`src/hw/rtl/zcpsm_pkg.sv`:
```
// ----------------------------------------------------------------------------
// zcpsm_pkg
// shared types, register map and event codes of the zero-cross pulse-skip
// modulator
// ----------------------------------------------------------------------------
package zcpsm_pkg;

   localparam int LevelWidth   = 16;
   localparam int AccWidth     = 17;
   localparam int TimeWidth    = 32;
   localparam int RunWidth     = 32;
   localparam int DivWidth     = 8;
   localparam int GapWidth     = 8;
   localparam int KindWidth    = 2;
   localparam int CsrDataWidth = 32;
   localparam int CsrAddrWidth = 4;

   // event kinds
   localparam logic [KindWidth-1:0] KIND_CROSSING  = 2'd0;
   localparam logic [KindWidth-1:0] KIND_SET_LEVEL = 2'd1;
   localparam logic [KindWidth-1:0] KIND_CLEAR_RUN = 2'd2;

   // register indexes (byte address bits [3:2])
   localparam logic [1:0] REG_FULL_SCALE = 2'd0;
   localparam logic [1:0] REG_DIVIDER    = 2'd1;
   localparam logic [1:0] REG_MIN_GAP    = 2'd2;

   localparam logic [LevelWidth-1:0] FULL_SCALE_RESET = 16'd100;
   localparam logic [DivWidth-1:0]   DIVIDER_RESET    = 8'd1;
   localparam logic [GapWidth-1:0]   MIN_GAP_RESET    = 8'd0;

   typedef struct packed {
      logic [LevelWidth-1:0] full_scale;
      logic [DivWidth-1:0]   crossing_divider;
      logic [GapWidth-1:0]   min_gap_ms;
   } cfg_type;

   typedef struct packed {
      logic [KindWidth-1:0]  kind;
      logic [LevelWidth-1:0] level;
      logic [TimeWidth-1:0]  time_ms;
   } req_item_type;

   typedef struct packed {
      logic                drive;
      logic                decided;
      logic                filtered;
      logic [RunWidth-1:0] on_run;
   } rsp_item_type;

endpackage

```
`src/hw/rtl/zcpsm_req_if.sv`:
```
// ----------------------------------------------------------------------------
// zcpsm_req_if
// event channel: valid/ready handshake with kind, level and timestamp
// ----------------------------------------------------------------------------
interface zcpsm_req_if;
   import zcpsm_pkg::*;

   logic                  valid;
   logic                  ready;
   logic [KindWidth-1:0]  kind;
   logic [LevelWidth-1:0] level;
   logic [TimeWidth-1:0]  time_ms;

   modport source (output valid, kind, level, time_ms, input ready);
   modport sink   (input valid, kind, level, time_ms, output ready);
endinterface

```
`src/hw/rtl/zcpsm_rsp_if.sv`:
```
// ----------------------------------------------------------------------------
// zcpsm_rsp_if
// result channel: valid/ready handshake with drive state and status
// ----------------------------------------------------------------------------
interface zcpsm_rsp_if;
   import zcpsm_pkg::*;

   logic                valid;
   logic                ready;
   logic                drive;
   logic                decided;
   logic                filtered;
   logic [RunWidth-1:0] on_run;

   modport source (output valid, drive, decided, filtered, on_run, input ready);
   modport sink   (input valid, drive, decided, filtered, on_run, output ready);
endinterface

```
`src/hw/rtl/zcpsm_csr.sv`:
```
// ----------------------------------------------------------------------------
// zcpsm_csr
// apb register file: full scale, crossing divider, minimum gap
// ----------------------------------------------------------------------------
module zcpsm_csr (
   input  logic                                 clock,
   input  logic                                 reset,
   input  logic                                 psel,
   input  logic                                 penable,
   input  logic                                 pwrite,
   input  logic [zcpsm_pkg::CsrAddrWidth-1:0]   paddr,
   input  logic [zcpsm_pkg::CsrDataWidth-1:0]   pwdata,
   output logic [zcpsm_pkg::CsrDataWidth-1:0]   prdata,
   output logic                                 pready,
   output zcpsm_pkg::cfg_type                   cfg
);
   import zcpsm_pkg::*;

   cfg_type    cfg_ff;
   cfg_type    cfg_in;
   logic       wr_en;
   logic [1:0] reg_sel;

   assign pready  = 1'b1;
   assign wr_en   = psel & penable & pwrite;
   assign reg_sel = paddr[3:2];

   always_comb begin
      cfg_in = cfg_ff;
      if (wr_en) begin
         case (reg_sel)
            REG_FULL_SCALE: cfg_in.full_scale       = pwdata[LevelWidth-1:0];
            REG_DIVIDER:    cfg_in.crossing_divider = pwdata[DivWidth-1:0];
            REG_MIN_GAP:    cfg_in.min_gap_ms       = pwdata[GapWidth-1:0];
            default: ;
         endcase
      end
   end

   always_ff @(posedge clock) begin
      if (reset) begin
         cfg_ff.full_scale       <= FULL_SCALE_RESET;
         cfg_ff.crossing_divider <= DIVIDER_RESET;
         cfg_ff.min_gap_ms       <= MIN_GAP_RESET;
      end else begin
         cfg_ff <= cfg_in;
      end
   end

   always_comb begin
      case (reg_sel)
         REG_FULL_SCALE: prdata = {{(CsrDataWidth-LevelWidth){1'b0}}, cfg_ff.full_scale};
         REG_DIVIDER:    prdata = {{(CsrDataWidth-DivWidth){1'b0}}, cfg_ff.crossing_divider};
         REG_MIN_GAP:    prdata = {{(CsrDataWidth-GapWidth){1'b0}}, cfg_ff.min_gap_ms};
         default:        prdata = '0;
      endcase
   end

   assign cfg = cfg_ff;
endmodule

```
`src/hw/rtl/zcpsm_core.sv`:
```
// ----------------------------------------------------------------------------
// zcpsm_core
// modulator state and one-event update: gap filter, divider, accumulator
// ----------------------------------------------------------------------------
module zcpsm_core (
   input  logic                      clock,
   input  logic                      reset,
   input  zcpsm_pkg::cfg_type        cfg,
   input  logic                      step_en,
   input  zcpsm_pkg::req_item_type   item,
   output zcpsm_pkg::rsp_item_type   result
);
   import zcpsm_pkg::*;

   logic [AccWidth-1:0]   acc_ff,   acc_in;
   logic [LevelWidth-1:0] level_ff, level_in;
   logic [RunWidth-1:0]   run_ff,   run_in;
   logic [DivWidth-1:0]   divc_ff,  divc_in;
   logic [TimeWidth-1:0]  last_ff,  last_in;
   logic                  drive_ff, drive_in;

   logic [TimeWidth-1:0]  gap_diff;
   logic                  too_close;
   logic [DivWidth-1:0]   div_eff;
   logic                  take_decision;
   logic [AccWidth:0]     acc_sum;
   logic [AccWidth-1:0]   acc_wrap;
   logic [AccWidth-1:0]   acc_sub;
   logic [AccWidth-1:0]   fs_ext;
   logic                  overflow;
   logic                  skip;
   logic [LevelWidth-1:0] level_clamp;
   logic                  decided;
   logic                  filtered;

   assign fs_ext    = {1'b0, cfg.full_scale};
   assign gap_diff  = item.time_ms - last_ff;
   assign too_close = (cfg.min_gap_ms != '0) &&
                      (gap_diff < {{(TimeWidth-GapWidth){1'b0}}, cfg.min_gap_ms});
   assign div_eff   = (cfg.crossing_divider == '0) ? DivWidth'(1) : cfg.crossing_divider;
   assign take_decision = (divc_ff >= div_eff);

   // accumulator step, kept modulo full scale
   assign acc_sum  = {1'b0, acc_ff} + {{(AccWidth-LevelWidth+1){1'b0}}, level_ff};
   assign acc_wrap = acc_sum[AccWidth-1:0];
   assign overflow = (acc_wrap >= fs_ext);
   assign acc_sub  = overflow ? (acc_wrap - fs_ext) : acc_wrap;

   assign level_clamp = (item.level < cfg.full_scale) ? item.level : cfg.full_scale;

   always_comb begin
      acc_in   = acc_ff;
      level_in = level_ff;
      run_in   = run_ff;
      divc_in  = divc_ff;
      last_in  = last_ff;
      drive_in = drive_ff;
      decided  = 1'b0;
      filtered = 1'b0;
      skip     = 1'b0;
      case (item.kind)
         KIND_CROSSING: begin
            if (too_close) begin
               filtered = 1'b1;
            end else begin
               last_in = item.time_ms;
               if (take_decision) begin
                  divc_in = DivWidth'(1);
                  decided = 1'b1;
                  skip    = !overflow;
                  acc_in  = acc_sub;
                  // residue still past full scale: dump it and fire
                  if (acc_sub > fs_ext) begin
                     acc_in = '0;
                     skip   = 1'b0;
                  end
                  // keep whole waves: no skip on an odd run
                  if (run_ff[0]) begin
                     skip = 1'b0;
                  end
                  if (skip) begin
                     run_in   = '0;
                     drive_in = 1'b0;
                  end else begin
                     run_in   = run_ff + RunWidth'(1);
                     drive_in = 1'b1;
                  end
               end else begin
                  divc_in = divc_ff + DivWidth'(1);
               end
            end
         end
         KIND_SET_LEVEL: begin
            level_in = level_clamp;
            if (level_clamp == '0) begin
               drive_in = 1'b0;
            end
         end
         KIND_CLEAR_RUN: begin
            run_in = '0;
         end
         default: ;
      endcase
   end

   always_ff @(posedge clock) begin
      if (reset) begin
         acc_ff   <= '0;
         level_ff <= '0;
         run_ff   <= '0;
         divc_ff  <= '0;
         last_ff  <= '0;
         drive_ff <= 1'b0;
      end else if (step_en) begin
         acc_ff   <= acc_in;
         level_ff <= level_in;
         run_ff   <= run_in;
         divc_ff  <= divc_in;
         last_ff  <= last_in;
         drive_ff <= drive_in;
      end
   end

   assign result.drive    = drive_in;
   assign result.decided  = decided;
   assign result.filtered = filtered;
   assign result.on_run   = run_in;
endmodule

```
`src/hw/rtl/zero_cross_pulse_skip_modulator.sv`:
```
// ----------------------------------------------------------------------------
// zero_cross_pulse_skip_modulator
// pulse-skip power control on mains zero crossings, one result beat per event
// ----------------------------------------------------------------------------
// an accepted event beat passes the input register, then the result register, to rsp_chan
// throughput: one event per cycle while rsp_chan is not stalled, set by the
// state update between the input register and the result register
// reset: synchronous, active high; clears all modulator state and empties both
// pipeline registers, registers return to full scale 100, divider 1, gap 0
// ----------------------------------------------------------------------------
module zero_cross_pulse_skip_modulator (
   input  logic                               clock,
   input  logic                               reset,
   zcpsm_req_if.sink                          req_chan,
   zcpsm_rsp_if.source                        rsp_chan,
   input  logic                               psel,
   input  logic                               penable,
   input  logic                               pwrite,
   input  logic [zcpsm_pkg::CsrAddrWidth-1:0] paddr,
   input  logic [zcpsm_pkg::CsrDataWidth-1:0] pwdata,
   output logic [zcpsm_pkg::CsrDataWidth-1:0] prdata,
   output logic                               pready
);
   import zcpsm_pkg::*;

   cfg_type      cfg;

   // input register: holds one accepted event beat
   logic         in_valid_ff, in_valid_in;
   req_item_type in_item_ff,  in_item_in;

   // result register: holds one finished result beat
   logic         out_valid_ff, out_valid_in;
   rsp_item_type out_item_ff,  out_item_in;

   rsp_item_type core_result;
   logic         advance;
   logic         req_fire;

   // the held event moves on whenever the result register is free or draining
   assign advance  = in_valid_ff && (!out_valid_ff || rsp_chan.ready);
   assign req_chan.ready = !in_valid_ff || advance;
   assign req_fire = req_chan.valid && req_chan.ready;

   always_comb begin
      in_valid_in = in_valid_ff;
      in_item_in  = in_item_ff;
      if (req_fire) begin
         in_valid_in        = 1'b1;
         in_item_in.kind    = req_chan.kind;
         in_item_in.level   = req_chan.level;
         in_item_in.time_ms = req_chan.time_ms;
      end else if (advance) begin
         in_valid_in = 1'b0;
      end
   end

   always_comb begin
      out_valid_in = out_valid_ff;
      out_item_in  = out_item_ff;
      if (advance) begin
         out_valid_in = 1'b1;
         out_item_in  = core_result;
      end else if (rsp_chan.ready) begin
         out_valid_in = 1'b0;
      end
   end

   always_ff @(posedge clock) begin
      if (reset) begin
         in_valid_ff  <= 1'b0;
         out_valid_ff <= 1'b0;
      end else begin
         in_valid_ff  <= in_valid_in;
         out_valid_ff <= out_valid_in;
      end
   end

   // payload registers need no reset
   always_ff @(posedge clock) begin
      in_item_ff  <= in_item_in;
      out_item_ff <= out_item_in;
   end

   zcpsm_csr u_csr (
      .clock   (clock),
      .reset   (reset),
      .psel    (psel),
      .penable (penable),
      .pwrite  (pwrite),
      .paddr   (paddr),
      .pwdata  (pwdata),
      .prdata  (prdata),
      .pready  (pready),
      .cfg     (cfg)
   );

   // state update happens on the cycle the event leaves the input register
   zcpsm_core u_core (
      .clock   (clock),
      .reset   (reset),
      .cfg     (cfg),
      .step_en (advance),
      .item    (in_item_ff),
      .result  (core_result)
   );

   assign rsp_chan.valid    = out_valid_ff;
   assign rsp_chan.drive    = out_item_ff.drive;
   assign rsp_chan.decided  = out_item_ff.decided;
   assign rsp_chan.filtered = out_item_ff.filtered;
   assign rsp_chan.on_run   = out_item_ff.on_run;
endmodule

```
`src/flat_wrapper.sv`:
```
// flat-port wrapper written by rule: the top's interface ports become plain ports
module zero_cross_pulse_skip_modulator_flat import zcpsm_pkg::*;
  (clock, reset, psel, penable, pwrite, paddr, pwdata, prdata, pready, req_chan_valid, req_chan_kind, req_chan_level, req_chan_time_ms, req_chan_ready, rsp_chan_valid, rsp_chan_drive, rsp_chan_decided, rsp_chan_filtered, rsp_chan_on_run, rsp_chan_ready);
  zcpsm_req_if req_chan_i ();
  zcpsm_rsp_if rsp_chan_i ();
  input  logic clock;
  input  logic reset;
  input  logic psel;
  input  logic penable;
  input  logic pwrite;
  input  logic [zcpsm_pkg::CsrAddrWidth-1:0] paddr;
  input  logic [zcpsm_pkg::CsrDataWidth-1:0] pwdata;
  output logic [zcpsm_pkg::CsrDataWidth-1:0] prdata;
  output logic pready;
  input wire logic [$bits(req_chan_i.valid)-1:0] req_chan_valid;
  input wire logic [$bits(req_chan_i.kind)-1:0] req_chan_kind;
  input wire logic [$bits(req_chan_i.level)-1:0] req_chan_level;
  input wire logic [$bits(req_chan_i.time_ms)-1:0] req_chan_time_ms;
  output wire logic [$bits(req_chan_i.ready)-1:0] req_chan_ready;
  output wire logic [$bits(rsp_chan_i.valid)-1:0] rsp_chan_valid;
  output wire logic [$bits(rsp_chan_i.drive)-1:0] rsp_chan_drive;
  output wire logic [$bits(rsp_chan_i.decided)-1:0] rsp_chan_decided;
  output wire logic [$bits(rsp_chan_i.filtered)-1:0] rsp_chan_filtered;
  output wire logic [$bits(rsp_chan_i.on_run)-1:0] rsp_chan_on_run;
  input wire logic [$bits(rsp_chan_i.ready)-1:0] rsp_chan_ready;
  assign req_chan_i.valid = req_chan_valid;
  assign req_chan_i.kind = req_chan_kind;
  assign req_chan_i.level = req_chan_level;
  assign req_chan_i.time_ms = req_chan_time_ms;
  assign req_chan_ready = req_chan_i.ready;
  assign rsp_chan_valid = rsp_chan_i.valid;
  assign rsp_chan_drive = rsp_chan_i.drive;
  assign rsp_chan_decided = rsp_chan_i.decided;
  assign rsp_chan_filtered = rsp_chan_i.filtered;
  assign rsp_chan_on_run = rsp_chan_i.on_run;
  assign rsp_chan_i.ready = rsp_chan_ready;
  zero_cross_pulse_skip_modulator u_core (.clock(clock), .reset(reset), .req_chan(req_chan_i), .rsp_chan(rsp_chan_i), .psel(psel), .penable(penable), .pwrite(pwrite), .paddr(paddr), .pwdata(pwdata), .prdata(prdata), .pready(pready));
endmodule
```
`config.mk`:
```
export PLATFORM = sky130hd
export DESIGN_NAME = zero_cross_pulse_skip_modulator_flat
export DESIGN_NICKNAME = d
export VERILOG_FILES = /design/src/hw/rtl/zcpsm_pkg.sv /design/src/hw/rtl/zcpsm_req_if.sv /design/src/hw/rtl/zcpsm_rsp_if.sv /design/src/hw/rtl/zcpsm_csr.sv /design/src/hw/rtl/zcpsm_core.sv /design/src/hw/rtl/zero_cross_pulse_skip_modulator.sv /design/src/flat_wrapper.sv
export SDC_FILE = /design/constraint.sdc
export NUM_CORES = 1
export LEC_CHECK = 0
export BUFFER_PORTS_ARGS = -buffer_cell sky130_fd_sc_hd__buf_2
export CORE_ASPECT_RATIO = 1.25
export CORE_UTILIZATION = 40
export CTS_BUF_LIST = sky130_fd_sc_hd__clkbuf_8
export CTS_CLUSTER_DIAMETER = 120
export DETAILED_ROUTE_END_ITERATION = 8
export MAX_ROUTING_LAYER = met4
export PLACE_DENSITY_LB_ADDON = 0.08
export SLEW_MARGIN = 20
export SYNTH_ARGS = -nofsm -noshare
export SYNTH_HDL_FRONTEND = slang
export SYNTH_SLANG_ARGS = --single-unit
```
`constraint.sdc`:
```
create_clock -name clock -period 17.7 [get_ports clock]
set_clock_uncertainty 0.1 [all_clocks]
set_input_delay 3.54 -clock clock [delete_from_list [all_inputs] [get_ports clock]]
set_output_delay 3.54 -clock clock [all_outputs]
set_load 0.005 [all_outputs]
```
==> metrics.txt, run 1 <==
status completed; worst-skew pair later-pin latency 0.56 ns; CTS tree done; Post-DP HPWL 29000 um; Longest Clk Path Bufs 3; initial antenna violation count 0; vias in the first global route around 12000; Resized cells post-CTS 0; die area 36800 um2; top-count cell post-synth nand2_1; Yosys top cell area share 0.194; post-synthesis cell area roughly 14000 um2; routability congestion estimate 0.884; mux share of post-synthesis cell area 0.0600; Ports 163; gr ovfl total 0; Vias per Instance around 5.5; gr busiest metal met2; Critical Path AT just under 5 ns; RSZ-0062 raised after global routing no; Nets 1960; total power 0.00129 W; Tightest Pin Transition 1.11 ns; hold buffers post-CTS 0; Hold Path Class reg -> reg; Cells after Synth 1640; initial drt markers 577; CP Max Fanout 21; Top FF cell, synth dfxtp_1; synthesis-to-finish area growth 12.8%; first-pass GRT wire length 62000 um; via count ~12000; Routed Antenna Nets 0; Tmin final 8.51 ns; Core Area 35500 um2; critical path class in -> out; hold_ws 0.363 ns; critical path data required time approximately 14 ns; maximum clock rate 117 MHz; largest family of logic cells by synthesized area simple AND/OR/NAND/NOR gates; Unique masters post-synth 80; leakage power about 6.6 nW; Row Count 77; # setup viols final 0; Worst setup SP type input pin; commonest cells in the netlist nand2_1 (174), nor2_1 (154), dfxtp_1 (140), ha_1 (111), a21oi_1 (98); leading post-synthesis cells by cell area dfxtp_1 (19%), edfxtp_1 (18%), ha_1 (9.6%); Avg WL per Cell roughly 17 um; WL final 39000 um; sequential share of the synthesized area 0.371; Initial Util 0.407; synthesized area per cell 8.79 um2; clock transition at the registers of the reported paths ~0.050 ns; Critical Path End Type output port; Ys Warns 0; largest net degree at the start of global routing 60; Ant. Diodes 0; DR DRC count 0; GRT Util Overall 0.220; EDFF count, synth 85; share of cells above drive strength 1 0.136; max_slew headroom 0.259; M3 GR Usage 0.0308; setup TNS 0 ns; peak supply drop 56.0 uV; I/O Buffers 127; fin crit share 0.481; Setup WS pre-CTS around 9 ns; postcts setup bufs 0; Die Ht 214 um; worst setup margin 9.19 ns; leading area contributor after synthesis dfxtp_1; Cell Pwr Density a little under 80 nW/um2; Fin. Hold Viols 0; met2 Resource Use GR 0.391; total clock sinks ~230; CTS Buf Count 41; Async SR Flop Fraction 0; compound-gate portion of the synthesized area 0.184; Synth Area in XOR/XNOR 0.0231; max-slew violation count 0; Seq cells post-synth approximately 230; htree depth 2; width of the die between 150 and 200 um; max_cap viols 0; clk root buf clkbuf_8; Pre-antenna DRT Iters 5; met1 usage 0.242; Synth Area in Simple Gates 0.206; Synth Area in Adders 0.100
metal layers:
metal	wire [um]	vias to the layer above
li1	-	6189
met1	16000	5797
met2	20200	247
met3	1330	90
met4	1480	0
met5	0	-
flip-flops by register name, indices dropped and copies added, names as in the netlist:
name and flops:
u_core.rsp_chan.on_run 32, u_core.rsp_chan.decided 1, u_core.u_core.drive_ff 1, u_core.u_core.last_ff 32, u_core.u_core.level_ff 16, u_core.in_item_ff 50, u_core.rsp_chan.filtered 1, u_core.rsp_chan.valid 1
u_core.u_core.run_ff 32, u_core.rsp_chan.drive 1, u_core.u_core.acc_ff 17, u_core.in_valid_ff 1, u_core.u_csr.cfg 32, u_core.u_core.divc_ff 8
cell families after synthesis:
family          after synthesis
mux                          85
compound gates              383
xor+xnor                     38
flops                       225
fa+ha+maj                   114
simple gates                615
buf+inv                     178
other cells                   2
final timing paths:
check	startpoint	end	slack [ns]	cells after the start
worst min-delay path	u_core.u_core.last_ff[0]$_SDFFE_PP0P_	u_core.u_core.last_ff[0]$_SDFFE_PP0P_	0.36	2
worst min register to register	u_core.u_core.last_ff[0]$_SDFFE_PP0P_	u_core.u_core.last_ff[0]$_SDFFE_PP0P_	0.36	2
worst max-delay path	paddr[3]	prdata[1]	9.19	5
worst max register to register	u_core.u_core.acc_ff[0]$_SDFFE_PP0P_	u_core.rsp_chan.on_run[22]$_DFFE_PP_	9.61	31
cell type report:
cell class	count	area (um2)
Clock buffer	50	688
Clock inverter	24	160
Fill cell	3608	19200
Inverter	92	345
Multi-Input combinational cell	1252	8380
Sequential cell	225	5360
Tap cell	474	593
Timing Repair Buffer	141	743
per-stage QoR:
stage | cells | cell area, um2 | util
after floorplan | 1655 | 14500 | -
after CTS | 2258 | 16300 | 0.458
after global routing | 2258 | 16300 | 0.459
after detailed placement | 2184 | 15400 | 0.435
after global placement | 2184 | 15400 | 0.434
final | 2258 | 16300 | 0.459
critical path: stages:
cell and delay (ns):
buf_2 0.32, nor2b_1 0.54, nand2_1 0.11, o21ai_0 0.17
buf_2 0.19
cell usage in the layout, fill, tap and decap left out, types with 6 or more instances in the layout:
cell type  instances
nor2_1           154
nand3_1           77
o21a_1            23
or3_1             11
dfxtp_1          140
o21ai_0           48
and3_1            36
a2111oi_0          6
edfxtp_1          85
or2_2              8
and4_1            10
a211oi_1          25
mux2i_1           74
nor4_1            22
nor2b_1           20
a21oi_1           98
o211ai_1          13
nor3_1            30
conb_1            17
xnor2_1           29
inv_1            100
nand4_1           21
a31oi_1            8
clkinv_2           8
a21o_1            38
buf_4             15
a22oi_1            6
buf_2            126
clkbuf_8          50
mux2_2            11
a221o_1           22
and2_1            15
xor2_1             9
nand2_1          174
ha_1             111
o21ai_1            6
nand2b_1          12
a22o_1            22
power by group:
group / switching (W) / total (W) / leakage, nW / internal [W]
clock: 0.000224 / 0.000509 / 0.468 / 0.000285
combinational: 0.000132 / 0.000217 / 4.23 / 0.0000855
sequential: 0.00000903 / 0.000562 / 1.93 / 0.000553
total: 0.000365 / 0.00129 / 6.63 / 0.000924
Note: power is estimated with default switching activity, not from simulation.
==> run 2: changes to the inputs <==
==> constraint.sdc (replaced) <==
create_clock -name clock -period 8.6 [get_ports clock]
set_clock_uncertainty 0.1 [all_clocks]
set_input_delay 1.72 -clock clock [delete_from_list [all_inputs] [get_ports clock]]
set_output_delay 1.72 -clock clock [all_outputs]
set_load 0.005 [all_outputs]
==> run 2 against run 1 <==
Compared with the run above:
- sequential share of layout area increased by 0.12 points
- core utilization decreased by 0.17 points
- worst hold slack got worse by 0.0032 ns
==> metrics.txt, run 2 (synthesis results as in run 1) <==
routability congestion estimate 0.889 (+0.65%); Hold EP u_core.u_core.acc_ff[0]$_SDFFE_PP0P_; Routed Antenna Nets 0 (unchanged); Critical Path AT 7.48 ns (+2.61 ns); worst-skew pair later-pin latency 0.58 ns (+0.02 ns); Tmin final 7.28 ns; initial antenna violation count 0 (unchanged); R2R Path End u_core.rsp_chan.on_run[26]$_DFFE_PP_; most common cell after layout, fill and taps aside nand2_1; CTS Buf Count 41 (unchanged); critical path class reg -> reg; reg2reg start u_core.u_core.acc_ff[1]$_SDFFE_PP0P_; fin crit share 0.846; DR DRC count 0 (unchanged); Cell Pwr Density 159 nW/um2 (+100%); Hold Path Depth 1 (-1); total power 0.00257 W (+99%); I/O Buffers 127 (unchanged); width of the die 172 um (unchanged); die area 36800 um2 (unchanged); crit-path max cell delay 0.39 ns (-0.15 ns); Initial Util 0.407 (unchanged); CP Max Fanout 53 (+150%); placed cells 2187 (+0.14%); clock transition at the registers of the reported paths 0.06 ns (about the same); Core Area 35500 um2 (unchanged); worst hold start u_core.u_core.acc_ff[0]$_SDFFE_PP0P_; crit-path leading delay family compound AO/OA/AOI/OAI gates; setup TNS 0 ns (unchanged); vias in the first global route 12000 (-0.20%); htree depth 2 (unchanged); CTS tree done; WL final 39000 um (about the same); Nets 1963 (+0.15%); Post-DP HPWL 28900 um (-0.30%); GRT Util Overall 0.220 (+0.000311); max_slew headroom 0.260 (+0.00131); hold buffers post-CTS 0 (unchanged); Crit-path slowest cell mux2_2; max_cap viols 0 (unchanged); first-pass GRT wire length 62200 um (+0.38%); postcts setup bufs 0 (unchanged); Tightest Pin Transition 1.11 ns (-0.00196 ns); max-slew violation count 0 (unchanged); Vias per Instance 5.45 (about the same); Worst setup SP type register; Fin. Hold Viols 0 (unchanged); gr ovfl total 0 (unchanged); total clock sinks 225 (unchanged); Longest Clk Path Bufs 3 (unchanged); largest net degree at the start of global routing 64 (+6.7%); via count 12300 (+0.15%); status completed; fin util 0.457 (-0.00169); Reg2Reg Depth 30 (-3.2%); Critical Path End Type register; Top reg by flops u_core.in_item_ff; leakage power 6.63 nW (about the same); CP Buf/Inv Count 3 (+1); maximum clock rate 137 MHz; Pre-antenna DRT Iters 5 (unchanged); fillers 3566 (-1.2%); synthesis-to-finish area growth 12.4%; Die Ht 214 um (unchanged); most frequent cells in the layout nand2_1 (174), nor2_1 (154), dfxtp_1 (140); critical path data required time 8.81 ns (-5.25 ns); Hold Path Class reg -> reg; share of cells above drive strength 1 0.132 (-0.00373); initial drt markers 583 (+1.0%); Row Count 77 (unchanged); clk root buf clkbuf_8; peak supply drop 109 uV (+95%); post-layout instance count excluding filler cells 2263 (+0.22%); RSZ-0062 raised after global routing no; Avg WL per Cell 17.2 um (-0.17%); Ant. Diodes 0 (unchanged); r2r setup slk 1.32 ns (-8.29 ns); Resized cells post-CTS 0 (unchanged); Ports 163 (unchanged); CP most frequent cell a21o_1; # setup viols final 0 (unchanged); max reg flops 50 (unchanged)
## run 2: power breakdown
group / internal [W] / switching (W) / total [W]
registers: 0.00114 / 0.0000188 / 0.00116
logic: 0.000177 / 0.000269 / 0.000446
clock network: 0.000497 / 0.000469 / 0.000966
## run 2: layer usage
layer | global-route usage | vias to the layer above | share of wire
met2 | 0.396 | 231 | 0.52
li1 | - | 6207 | -
met5 | - | - | 0
met4 | 0.0914 | 0 | 0.039
met1 | 0.238 | 5805 | 0.41
met3 | 0.0316 | 98 | 0.033
## run 2: worst max-delay path by stage
stage | cells past startpoint | endpoint | start
floorplan | 29 | u_core.rsp_chan.on_run[31]$_DFFE_PP_ | u_core.u_core.acc_ff[1]$_SDFFE_PP0P_
global placement | 33 | u_core.rsp_chan.on_run[22]$_DFFE_PP_ | u_core.u_core.acc_ff[0]$_SDFFE_PP0P_
detailed placement | 33 | u_core.rsp_chan.on_run[22]$_DFFE_PP_ | u_core.u_core.acc_ff[0]$_SDFFE_PP0P_
CTS | 33 | u_core.rsp_chan.on_run[22]$_DFFE_PP_ | u_core.u_core.acc_ff[0]$_SDFFE_PP0P_
global route | 30 | u_core.rsp_chan.on_run[26]$_DFFE_PP_ | u_core.u_core.acc_ff[1]$_SDFFE_PP0P_
finish | 30 | u_core.rsp_chan.on_run[26]$_DFFE_PP_ | u_core.u_core.acc_ff[1]$_SDFFE_PP0P_
## run 2: stage by stage
step / instance area, um2 / hold WS (ns) / worst slack (ns)
detailed placement: 15400 / 0.354 / 1.35
CTS: 16200 / 0.365 / 1.32
global placement: 15400 / 0.348 / 1.37
finish: 16200 / 0.360 / 1.32
global route: 16200 / 0.388 / 0.808
floorplan: 14500 / 0.333 / 2.36
## run 2: cell type report
type | count | area [um2] | share of cell area
clock buffers | 43 | 592 | 0.0365
clock inverters | 33 | 174 | 0.0107
inverters | 92 | 345 | 0.0213
multi-input cells | 1252 | 8380 | 0.517
flip-flops and latches | 225 | 5360 | 0.331
well taps | 474 | 593 | 0.0366
repair buffers | 144 | 766 | 0.0473
## run 2: worst register-to-register path: cells and delay by family, from the launching register on
family          cells  cell delay (ns)
compound gates     14             3.04
xor+xnor            1             0.12
fa+ha+maj           3             0.97
buf+inv             3             0.72
flops               1             0.34
mux                 1             0.40
simple gates        8             1.31
